`config.mk`:
```
export PLATFORM = sky130hd
export DESIGN_NAME = virtio_mmio_register_block_unit
export DESIGN_NICKNAME = d
export VERILOG_FILES = /design/src/sv/vmrb_pkg.sv /design/src/sv/vmrb_pipe_reg.sv /design/src/sv/vmrb_core.sv /design/src/sv/virtio_mmio_register_block_unit.sv
export SDC_FILE = /design/constraint.sdc
export NUM_CORES = 2
export LEC_CHECK = 0
export BUFFER_PORTS_ARGS = -buffer_cell sky130_fd_sc_hd__clkbuf_2
export CORE_MARGIN = 4
export CORE_UTILIZATION = 41
export CTS_BUF_LIST = sky130_fd_sc_hd__clkbuf_2
export DETAILED_ROUTE_END_ITERATION = 7
export GPL_TIMING_DRIVEN = 0
export SYNTH_ARGS = -nofsm -noshare
export SYNTH_HDL_FRONTEND = slang
export SYNTH_SLANG_ARGS = --single-unit
export TNS_END_PERCENT = 20
```
`constraint.sdc`:
```
create_clock -name clk -period 20.9 [get_ports clk]
set_input_delay 4.18 -clock clk [delete_from_list [all_inputs] [get_ports clk]]
set_output_delay 4.18 -clock clk [all_outputs]
set_load 0.01 [all_outputs]
```
`src/sv/vmrb_pkg.sv`:
```
// ----------------------------------------------------------------------------
// vmrb_pkg
// Shared types, register offsets and constants of the virtio-mmio register
// block.
// ----------------------------------------------------------------------------
`default_nettype none

package vmrb_pkg;

  localparam int VMRB_QUEUE_COUNT   = 8;
  localparam int VMRB_MAX_RING_SIZE = 256;

  localparam logic [31:0] MAGIC_CODE     = 32'h7472_6976;
  localparam logic [31:0] VERSION_CODE   = 32'd2;
  localparam logic [15:0] VENDOR_CODE    = 16'hf003;
  localparam int          EVENT_IDX_BIT  = 29;

  localparam logic [63:0] OFFERED_RESET  = 64'h0000_0001_2000_0000;
  localparam logic [15:0] DEVKIND_RESET  = 16'd2;

  // Configuration register indexes.
  localparam logic CFG_OFFERED = 1'b0;
  localparam logic CFG_DEVKIND = 1'b1;

  // Low byte of the register offsets; offset bit 8 marks config space.
  localparam logic [7:0] OFF_MAGIC       = 8'h00;
  localparam logic [7:0] OFF_VERSION     = 8'h04;
  localparam logic [7:0] OFF_DEVICE_ID   = 8'h08;
  localparam logic [7:0] OFF_VENDOR_ID   = 8'h0c;
  localparam logic [7:0] OFF_DEV_FEAT    = 8'h10;
  localparam logic [7:0] OFF_DEV_FEAT_SEL = 8'h14;
  localparam logic [7:0] OFF_DRV_FEAT    = 8'h20;
  localparam logic [7:0] OFF_DRV_FEAT_SEL = 8'h24;
  localparam logic [7:0] OFF_QUEUE_SEL   = 8'h30;
  localparam logic [7:0] OFF_QUEUE_MAX   = 8'h34;
  localparam logic [7:0] OFF_QUEUE_NUM   = 8'h38;
  localparam logic [7:0] OFF_QUEUE_READY = 8'h44;
  localparam logic [7:0] OFF_NOTIFY      = 8'h50;
  localparam logic [7:0] OFF_INT_STATUS  = 8'h60;
  localparam logic [7:0] OFF_INT_ACK     = 8'h64;
  localparam logic [7:0] OFF_STATUS      = 8'h70;
  localparam logic [7:0] OFF_DESC_LO     = 8'h80;
  localparam logic [7:0] OFF_DESC_HI     = 8'h84;
  localparam logic [7:0] OFF_AVAIL_LO    = 8'h90;
  localparam logic [7:0] OFF_AVAIL_HI    = 8'h94;
  localparam logic [7:0] OFF_USED_LO     = 8'ha0;
  localparam logic [7:0] OFF_USED_HI     = 8'ha4;

  typedef enum logic [1:0] {
    MODE_READ     = 2'd0,
    MODE_WRITE    = 2'd1,
    MODE_COMPLETE = 2'd2
  } mode_t;

  localparam int REQ_DATA_W = 96;
  localparam int RES_DATA_W = 240;

  typedef struct packed {
    mode_t       mode;
    logic [8:0]  offset;
    logic [31:0] write_data;
    logic [15:0] old_used;
    logic [15:0] new_used;
    logic [15:0] used_event;
  } req_t;

  typedef struct packed {
    logic [31:0] read_data;
    logic        notify_valid;
    logic [2:0]  notify_queue;
    logic [8:0]  notify_ring_size;
    logic [63:0] notify_desc_addr;
    logic [63:0] notify_avail_addr;
    logic [63:0] notify_used_addr;
    logic        interrupt_pending;
  } res_t;

endpackage

`default_nettype wire

```
`src/sv/vmrb_pipe_reg.sv`:
```
// ----------------------------------------------------------------------------
// vmrb_pipe_reg
// One registered stream stage: holds a request until the next stage takes it
// and accepts a new one in the same cycle.
// ----------------------------------------------------------------------------
`default_nettype none

module vmrb_pipe_reg #(
  parameter int W = 8
) (
  input  wire logic         clk,
  input  wire logic         rst,
  input  wire logic         in_valid,
  output logic              in_ready,
  input  wire logic [W-1:0] in_data,
  output logic              out_valid,
  input  wire logic         out_ready,
  output logic [W-1:0]      out_data
);

  assign in_ready = !out_valid || out_ready;

  always_ff @(posedge clk) begin
    if (rst) begin
      out_valid <= 1'b0;
    end else if (in_ready) begin
      out_valid <= in_valid;
    end
  end

  always_ff @(posedge clk) begin
    if (in_ready && in_valid) begin
      out_data <= in_data;
    end
  end

endmodule

`default_nettype wire

```
`src/sv/vmrb_core.sv`:
```
// ----------------------------------------------------------------------------
// vmrb_core
// Register state of the device and the decode of one request: read mux,
// register writes, queue notify and the used-ring interrupt rule.
// ----------------------------------------------------------------------------
`default_nettype none

module vmrb_core
  import vmrb_pkg::*;
#(
  parameter int QUEUE_COUNT   = VMRB_QUEUE_COUNT,
  parameter int MAX_RING_SIZE = VMRB_MAX_RING_SIZE
) (
  input  wire logic        clk,
  input  wire logic        rst,
  input  wire logic        cfg_we,
  input  wire logic        cfg_index,
  input  wire logic [63:0] cfg_data,
  input  wire logic        fire,
  input  wire req_t        req,
  output res_t             res
);

  localparam int QW  = (QUEUE_COUNT > 1) ? $clog2(QUEUE_COUNT) : 1;
  localparam int RSW = $clog2(MAX_RING_SIZE + 1);

  logic [63:0]    offered_features;
  logic [15:0]    device_kind;
  logic           feature_half_select;
  logic [63:0]    accepted_features;
  logic [2:0]     selected_queue;
  logic           queue_ready      [QUEUE_COUNT];
  logic [RSW-1:0] queue_ring_size  [QUEUE_COUNT];
  logic [63:0]    queue_desc_base  [QUEUE_COUNT];
  logic [63:0]    queue_avail_base [QUEUE_COUNT];
  logic [63:0]    queue_used_base  [QUEUE_COUNT];
  logic           ring_interrupt;
  logic           ring_interrupt_next;
  logic [31:0]    device_status_word;

  logic           is_cfg_space;
  logic           is_write;
  logic           is_notify;
  logic [QW-1:0]  sel_idx;
  logic [QW-1:0]  look_idx;
  logic           notify_in_range;
  logic           notify_hit;
  logic           qsel_in_range;
  logic           size_ok;
  logic [15:0]    ev_dist;
  logic [15:0]    new_dist;
  logic           need_irq;

  assign is_cfg_space    = req.offset[8];
  assign is_write        = (req.mode == MODE_WRITE) && !is_cfg_space;
  assign is_notify       = is_write && (req.offset[7:0] == OFF_NOTIFY);
  assign sel_idx         = selected_queue[QW-1:0];
  assign notify_in_range = req.write_data < 32'(QUEUE_COUNT);
  assign qsel_in_range   = req.write_data < 32'(QUEUE_COUNT);
  assign look_idx        = is_notify ? req.write_data[QW-1:0] : sel_idx;
  assign notify_hit      = is_notify && notify_in_range && queue_ready[look_idx];
  assign size_ok         = (req.write_data != 32'd0) &&
                           (req.write_data <= 32'(MAX_RING_SIZE));

  assign ev_dist  = req.new_used - req.used_event - 16'd1;
  assign new_dist = req.new_used - req.old_used;

  always_comb begin
    need_irq = (req.old_used != req.new_used);
    if (accepted_features[EVENT_IDX_BIT] && (ev_dist >= new_dist)) begin
      need_irq = 1'b0;
    end
  end

  always_comb begin
    ring_interrupt_next = ring_interrupt;
    if (req.mode == MODE_COMPLETE && need_irq) begin
      ring_interrupt_next = 1'b1;
    end else if (is_write && req.offset[7:0] == OFF_INT_ACK && req.write_data[0]) begin
      ring_interrupt_next = 1'b0;
    end
  end

  always_comb begin
    res                   = '0;
    res.interrupt_pending = ring_interrupt_next;
    if (req.mode == MODE_READ && !is_cfg_space) begin
      unique case (req.offset[7:0])
        OFF_MAGIC:       res.read_data = MAGIC_CODE;
        OFF_VERSION:     res.read_data = VERSION_CODE;
        OFF_DEVICE_ID:   res.read_data = {16'd0, device_kind};
        OFF_VENDOR_ID:   res.read_data = {16'd0, VENDOR_CODE};
        OFF_DEV_FEAT:    res.read_data = feature_half_select ? offered_features[63:32]
                                                             : offered_features[31:0];
        OFF_QUEUE_MAX:   res.read_data = 32'(MAX_RING_SIZE);
        OFF_QUEUE_READY: res.read_data = {31'd0, queue_ready[look_idx]};
        OFF_INT_STATUS:  res.read_data = {31'd0, ring_interrupt};
        OFF_STATUS:      res.read_data = device_status_word;
        OFF_DESC_LO:     res.read_data = queue_desc_base[look_idx][31:0];
        OFF_DESC_HI:     res.read_data = queue_desc_base[look_idx][63:32];
        OFF_AVAIL_LO:    res.read_data = queue_avail_base[look_idx][31:0];
        OFF_AVAIL_HI:    res.read_data = queue_avail_base[look_idx][63:32];
        OFF_USED_LO:     res.read_data = queue_used_base[look_idx][31:0];
        OFF_USED_HI:     res.read_data = queue_used_base[look_idx][63:32];
        default:         res.read_data = 32'd0;
      endcase
    end
    if (notify_hit) begin
      res.notify_valid      = 1'b1;
      res.notify_queue      = req.write_data[2:0];
      res.notify_ring_size  = 9'(queue_ring_size[look_idx]);
      res.notify_desc_addr  = queue_desc_base[look_idx];
      res.notify_avail_addr = queue_avail_base[look_idx];
      res.notify_used_addr  = queue_used_base[look_idx];
    end
  end

  always_ff @(posedge clk) begin
    if (rst) begin
      offered_features <= OFFERED_RESET;
      device_kind      <= DEVKIND_RESET;
    end else if (cfg_we) begin
      unique case (cfg_index)
        CFG_OFFERED: offered_features <= cfg_data;
        CFG_DEVKIND: device_kind      <= cfg_data[15:0];
        default: ;
      endcase
    end
  end

  always_ff @(posedge clk) begin
    if (rst) begin
      feature_half_select <= 1'b0;
      accepted_features   <= '0;
      selected_queue      <= '0;
      ring_interrupt      <= 1'b0;
      device_status_word  <= '0;
      for (int i = 0; i < QUEUE_COUNT; i++) begin
        queue_ready[i]      <= 1'b0;
        queue_ring_size[i]  <= '0;
        queue_desc_base[i]  <= '0;
        queue_avail_base[i] <= '0;
        queue_used_base[i]  <= '0;
      end
    end else if (fire) begin
      ring_interrupt <= ring_interrupt_next;
      if (is_write) begin
        unique case (req.offset[7:0]) inside
          OFF_DEV_FEAT_SEL, OFF_DRV_FEAT_SEL: begin
            feature_half_select <= (req.write_data != 32'd0);
          end
          OFF_DRV_FEAT: begin
            if (feature_half_select) begin
              accepted_features[63:32] <= req.write_data;
            end else begin
              accepted_features[31:0] <= req.write_data;
            end
          end
          OFF_QUEUE_SEL: begin
            if (qsel_in_range) begin
              selected_queue <= req.write_data[2:0];
            end
          end
          OFF_QUEUE_NUM: begin
            queue_ring_size[sel_idx] <= size_ok ? req.write_data[RSW-1:0] : '0;
          end
          OFF_QUEUE_READY: queue_ready[sel_idx] <= req.write_data[0];
          OFF_STATUS:      device_status_word <= req.write_data;
          OFF_DESC_LO:     queue_desc_base[sel_idx][31:0]   <= req.write_data;
          OFF_DESC_HI:     queue_desc_base[sel_idx][63:32]  <= req.write_data;
          OFF_AVAIL_LO:    queue_avail_base[sel_idx][31:0]  <= req.write_data;
          OFF_AVAIL_HI:    queue_avail_base[sel_idx][63:32] <= req.write_data;
          OFF_USED_LO:     queue_used_base[sel_idx][31:0]   <= req.write_data;
          OFF_USED_HI:     queue_used_base[sel_idx][63:32]  <= req.write_data;
          default: ;
        endcase
      end
    end
  end

`ifndef ASSERT_OFF
  a_irq_rise: assert property (@(posedge clk) disable iff (rst)
    $rose(ring_interrupt) |-> $past(fire && req.mode == MODE_COMPLETE))
    else $error("interrupt raised without a completion");

  a_irq_fall: assert property (@(posedge clk) disable iff (rst)
    ($fell(ring_interrupt) && !$past(rst)) |->
      $past(fire && is_write && req.offset[7:0] == OFF_INT_ACK && req.write_data[0]))
    else $error("interrupt cleared without an acknowledge");

  a_qsel_range: assert property (@(posedge clk) disable iff (rst)
    {1'b0, selected_queue} < 4'(QUEUE_COUNT))
    else $error("selected queue out of range");

  a_notify_src: assert property (@(posedge clk) disable iff (rst)
    res.notify_valid |-> (req.mode == MODE_WRITE && req.offset == {1'b0, OFF_NOTIFY}))
    else $error("notify outside a notify write");
`endif

endmodule

`default_nettype wire

```
`src/sv/virtio_mmio_register_block_unit.sv`:
```
// ----------------------------------------------------------------------------
// virtio_mmio_register_block_unit
// Register front end of a virtio-mmio version 2 device: register reads and
// writes, queue notify and used-ring completion reports.
// ----------------------------------------------------------------------------
//   Channel   Direction  Contents
//   s_axis    in         one request: read, write or completion report
//   m_axis    out        one result per request
//   cfg       in         offered feature set and device ID
//
// One request per cycle is taken unless m_axis stalls; requests are held in
// the input register and results in the result register around the decode
// logic. Reset restores all register state to its defaults. When m_axis is
// stalled the result is held, one more request is taken into the input
// register, and then s_axis_tready drops until the result is taken.
// ----------------------------------------------------------------------------
`default_nettype none

module virtio_mmio_register_block_unit
  import vmrb_pkg::*;
#(
  parameter int QUEUE_COUNT   = VMRB_QUEUE_COUNT,
  parameter int MAX_RING_SIZE = VMRB_MAX_RING_SIZE
) (
  input  wire logic                  clk,
  input  wire logic                  rst,
  input  wire logic                  s_axis_tvalid,
  output logic                       s_axis_tready,
  // offset[8:0], write_data[40:9], old_used[56:41], new_used[72:57],
  // used_event[88:73], zero fill above
  input  wire logic [REQ_DATA_W-1:0] s_axis_tdata,
  // mode[1:0]
  input  wire logic [1:0]            s_axis_tuser,
  output logic                       m_axis_tvalid,
  input  wire logic                  m_axis_tready,
  // read_data[31:0], notify_queue[34:32], notify_ring_size[43:35],
  // notify_desc_addr[107:44], notify_avail_addr[171:108],
  // notify_used_addr[235:172], interrupt_pending[236], zero fill above
  output logic [RES_DATA_W-1:0]      m_axis_tdata,
  // notify_valid[0]
  output logic [0:0]                 m_axis_tuser,
  input  wire logic                  cfg_we,
  input  wire logic                  cfg_index,
  input  wire logic [63:0]           cfg_data
);

  localparam int IN_W  = REQ_DATA_W + 2;
  localparam int OUT_W = RES_DATA_W + 1;

  logic [IN_W-1:0]  in_word;
  logic [IN_W-1:0]  req_word;
  logic             req_valid;
  logic             res_ready;
  logic             fire;
  req_t             req;
  res_t             res;
  logic [OUT_W-1:0] res_word;
  logic [OUT_W-1:0] out_word;

  assign in_word = {s_axis_tuser, s_axis_tdata};

  vmrb_pipe_reg #(.W(IN_W)) u_in_stage (
    .clk       (clk),
    .rst       (rst),
    .in_valid  (s_axis_tvalid),
    .in_ready  (s_axis_tready),
    .in_data   (in_word),
    .out_valid (req_valid),
    .out_ready (res_ready),
    .out_data  (req_word)
  );

  assign req.mode       = mode_t'(req_word[IN_W-1 -: 2]);
  assign req.offset     = req_word[8:0];
  assign req.write_data = req_word[40:9];
  assign req.old_used   = req_word[56:41];
  assign req.new_used   = req_word[72:57];
  assign req.used_event = req_word[88:73];

  assign fire = req_valid && res_ready;

  vmrb_core #(
    .QUEUE_COUNT   (QUEUE_COUNT),
    .MAX_RING_SIZE (MAX_RING_SIZE)
  ) u_core (
    .clk       (clk),
    .rst       (rst),
    .cfg_we    (cfg_we),
    .cfg_index (cfg_index),
    .cfg_data  (cfg_data),
    .fire      (fire),
    .req       (req),
    .res       (res)
  );

  assign res_word = {res.notify_valid, 3'd0, res.interrupt_pending,
                     res.notify_used_addr, res.notify_avail_addr,
                     res.notify_desc_addr, res.notify_ring_size,
                     res.notify_queue, res.read_data};

  vmrb_pipe_reg #(.W(OUT_W)) u_out_stage (
    .clk       (clk),
    .rst       (rst),
    .in_valid  (req_valid),
    .in_ready  (res_ready),
    .in_data   (res_word),
    .out_valid (m_axis_tvalid),
    .out_ready (m_axis_tready),
    .out_data  (out_word)
  );

  assign m_axis_tdata = out_word[RES_DATA_W-1:0];
  assign m_axis_tuser = out_word[OUT_W-1 -: 1];

endmodule

`default_nettype wire

```
==> reports/qor.txt <==
RUN STATUS
----------------------------------------------------------------------------------------
Run status ................................................................ complete, but fails checks
Violations in the final reports ........................................... capacitance limit, slew limit

STA
----------------------------------------------------------------------------------------
Time the final worst path needs with I/O delays and setup .................     9.059 ns
Setup clock skew after layout .............................................    0.2509 ns
Final Max Tran Viols ......................................................          421
Final count of negative-setup-slack endpoints .............................            0
Least-Margin Pin Slew .....................................................     1.757 ns
RSZ-0062 raised after global routing ......................................        false
Fmax ......................................................................    110.4 MHz
Accumulated negative setup slack ..........................................         0 ns
Crit path setup slack, layout .............................................     11.84 ns
Number of endpoints with negative hold slack in the final report ..........            0
Headroom to the max-slew limit ............................................      -0.1714
Portion of the clock cycle consumed by the worst path in the final layout .       0.4334
Minimum hold slack ........................................................    0.4592 ns

FINAL LAYOUT
----------------------------------------------------------------------------------------
Signed area change from the synthesized netlist to the final layout .......       12.54%
Share of post-route cells with drive strength above 1 .....................       0.1789
Final nets ................................................................         8884

PLACE
----------------------------------------------------------------------------------------
IO Port Bufs ..............................................................          399
Pre-CTS setup slack .......................................................     11.44 ns
HPWL after detailed placement .............................................    344700 um
Weighted congestion reported at the end of routability-driven placement ...        1.058

DRT
----------------------------------------------------------------------------------------
Via-to-Cell Ratio .........................................................        6.292
Total DRC errors in the routed layout .....................................            0
Vias ......................................................................        76260
Detailed-route wire length per cell .......................................     40.65 um
Aggregate routed wire length ..............................................    492700 um
Iteration-0 DRC Markers ...................................................        13570
1st-pass router iterations ................................................            7
Count of antenna-violating nets left after detailed routing ...............            0

WORST HOLD PATH
----------------------------------------------------------------------------------------
Worst hold path endpoint .................................................. u_core.offered_features[3]$_SDFFE_PP0P_
Classification of the worst-slack hold path ...............................   reg -> reg
Hold path startpoint ...................................................... u_core.offered_features[3]$_SDFFE_PP0P_
Number of instances on the worst hold path ................................            2

CLOCK NETWORK
----------------------------------------------------------------------------------------
Root Driver ...............................................................     clkbuf_2
Number of hold-repair buffers added at the cts stage ......................            0
Cts bufs inserted .........................................................          574
TritonCTS clock tree ......................................................          yes
Level count of the clock H-tree ...........................................            6
Post-CTS repair timing setup buffer count .................................            0
Clock-pin slew of the registers on the worst-case setup and hold paths ....      0.11 ns
Buffers from clock root to sink, at most ..................................            4
Skew-Pair Late Insertion Delay ............................................      2.11 ns
TritonCTS sink count ......................................................         2065
Total of cells resized after clock tree synthesis .........................            0

GLOBAL ROUTE
----------------------------------------------------------------------------------------
Initial antenna violation count ...........................................           82
Final global-route overflow total .........................................            0
Number of global-route vias before repair .................................        69760
Global routing usage summed across all routing layers .....................       0.4111
Pin count of the biggest net entering global routing ......................           75
Wire length of the first global-routing pass ..............................    630100 um

WORST SETUP PATH
----------------------------------------------------------------------------------------
Most frequent CP cell .....................................................        buf_2
CP arrival ................................................................     10.63 ns
CP Launch Point ........................................................... u_in_stage.out_data[2]$_DFFE_PP_
Crit end category .........................................................    flip-flop
R2R cell count ............................................................           11
Crit path max fanout ......................................................           12
Critical path launch point type ...........................................    flip-flop
Kind of critical path .....................................................   reg -> reg
Delay of the slowest cell on the worst path ...............................      1.33 ns
Series of cell instances along the critical path .......................... buf_2 > nor4_1 > nand4_1 > o21ai_2 > buf_4 > mux2i_1 > a221oi_2 > nand3_1 > buf_2 > clkbuf_1 > nor2_1
Origin of the critical flop-to-flop path .................................. u_in_stage.out_data[2]$_DFFE_PP_
Combined buffer and inverter count along the critical path ................            4
Cell with the largest stage delay on the worst path .......................      nand4_1
Required time of the critical path ........................................     22.47 ns
Top Family by Delay on Critical Path ...................................... simple AND/OR/NAND/NOR gates
Critical R2R Capture ...................................................... u_out_stage.out_data[91]$_SDFFCE_PN0P_
Worst reg2reg setup slack .................................................     11.84 ns

FLOORPLAN
----------------------------------------------------------------------------------------
Die Footprint .............................................................   233300 um2
X dimension of the die ....................................................     483.0 um
Height of the chip ........................................................     483.0 um
Ports placed on the boundary ..............................................          411
Cell row count ............................................................          174
Area of the placeable core ................................................   224700 um2
Initial core utilization ..................................................       0.4117

YOSYS
----------------------------------------------------------------------------------------
Cell count after synthesis ................................................         7664
Share of the yosys chip area belonging to registers .......................       0.6574
Most frequent cells after synthesis ....................................... edfxtp_1 (1945), and2_1 (1397), nand2_1 (1264)
Largest area contributor in the netlist ...................................     edfxtp_1
Area of the mapped netlist ................................................    92500 um2
Number of enable flip-flop cells after synthesis ..........................         1945
Syn. warnings .............................................................            0
Register bit total from synthesis .........................................         2065
Largest cells by area after synthesis ..................................... edfxtp_1 (63%), and2_1 (9.4%), nand2_1 (5.1%)
Leading cell type by number of instances after synthesis ..................     edfxtp_1
Average footprint of a synthesized cell ...................................    12.07 um2
Yosys cell types ..........................................................           73
Share of the synthesized area in the top cell type ........................       0.6314
Ys async rst share ........................................................            0
Prevailing post-synth register cell .......................................     edfxtp_1

POWER AND IR DROP
----------------------------------------------------------------------------------------
Static leakage ............................................................     37.67 nW
Total power divided by cell area .......................................... 79.08 nW/um2
Maximum vdd ir drop .......................................................   0.06567 mV

FLOW RUN
----------------------------------------------------------------------------------------
Max capacitance violation total ...........................................           34

## stage by stage
| step | cell area [um2] | instances | total power, mW | util |
|---|---|---|---|---|
| floorplan | 92510 | 7666 | 5.046 | - |
| global placement | 98250 | 11060 | 5.279 | 0.4373 |
| detailed placement | 98870 | 11080 | 5.281 | 0.4401 |
| CTS | 103800 | 12040 | 8.171 | 0.4621 |
| global route | 103900 | 12050 | 8.438 | 0.4625 |
| finish | 104100 | 12120 | 8.232 | 0.4633 |
## state kept, by name, indices dropped and copies added (netlist names), 3 cells and up
| signal | flops |
|---|---|
| u_core.device_kind | 16 |
| u_core.queue_avail_base | 512 |
| u_in_stage.out_data | 91 |
| u_core.queue_ring_size | 72 |
| u_core.queue_ready | 8 |
| u_core.device_status_word | 32 |
| u_core.queue_used_base | 512 |
| u_core.queue_desc_base | 512 |
| u_out_stage.out_data | 238 |
| u_core.sel_idx | 3 |
| u_core.offered_features | 64 |
## per-layer routing
layer | global-route usage | part of all wire
met5 | 0 | 0.00048
met4 | 0.3657 | 0.11
met3 | 0.1826 | 0.15
met2 | 0.5655 | 0.40
met1 | 0.4830 | 0.34
## how the worst max path moves through the flow
| stage | depth (start not counted) | slack, ns | endpoint |
|---|---|---|---|
| floorplan | 7 | 6.90 | u_core.queue_ring_size[7][0]$_SDFFCE_PN0P_ |
| global placement | 11 | 1.57 | u_core.queue_desc_base[1][53]$_SDFFCE_PN0P_ |
| detailed placement | 12 | 11.44 | u_core.queue_used_base[0][57]$_SDFFCE_PN0P_ |
| CTS | 4 | 12.00 | s_axis_tready |
| global route | 4 | 11.92 | s_axis_tready |
| finish | 11 | 11.84 | u_out_stage.out_data[91]$_SDFFCE_PN0P_ |
## cell families after synthesis
logic type,Yosys count,share of synthesized area
AOI/OAI and AO/OA,692,0.05401
xor gates and xnor gates,29,0.002746
adders and majority gates,48,0.006655
buffers and inverters,718,0.03157
DFF,2065,0.6574
muxes,404,0.04672
other,1,0.00004054
and+or+nand+nor,3707,0.2008
## final cells by class
cell class	instances	area, um2
multi-input cells	4883	28860
plain buffers	670	2820
diodes	79	197.7
repair buffers	426	2541
well taps	2992	3744
fillers	21140	120600
inverters	48	180.2
clock buffers	846	4234
clock inverters	112	706.9
flip-flops and latches	2065	60810
## worst register-to-register path, stage by stage, from the launching register on
cell,delay (ns)
edfxtp_1,0.41
buf_2,0.20
nor4_1,0.76
nand4_1,1.33
o21ai_2,0.95
buf_4,0.69
mux2i_1,0.26
a221oi_2,0.67
nand3_1,0.90
buf_2,0.62
clkbuf_1,0.59
nor2_1,1.30
## report_power, final
part / internal (mW) / switching [mW] / total, mW
sequential: 4.68 / 0.0695 / 4.75
clock: 1.19 / 1.84 / 3.03
combinational: 0.113 / 0.338 / 0.451
total: 5.98 / 2.25 / 8.23
## layout by cell type (no fill, tap or decap), drive strengths merged, types with 31 or more instances in the layout
| master | instances |
|---|---|
| mux2i | 371 |
| a221oi | 33 |
| nor3 | 164 |
| inv | 61 |
| nor2b | 47 |
| or2 | 49 |
| dfxtp | 120 |
| nor2 | 351 |
| a21oi | 226 |
| a32oi | 161 |
| o21ai | 32 |
| and2 | 1397 |
| buf | 198 |
| edfxtp | 1945 |
| clkbuf | 1743 |
| a31oi | 31 |
| nand2 | 1264 |
| ha | 46 |
| nand3 | 331 |
| diode | 79 |
| clkinv | 86 |
Power figures use the tool's default switching activity.
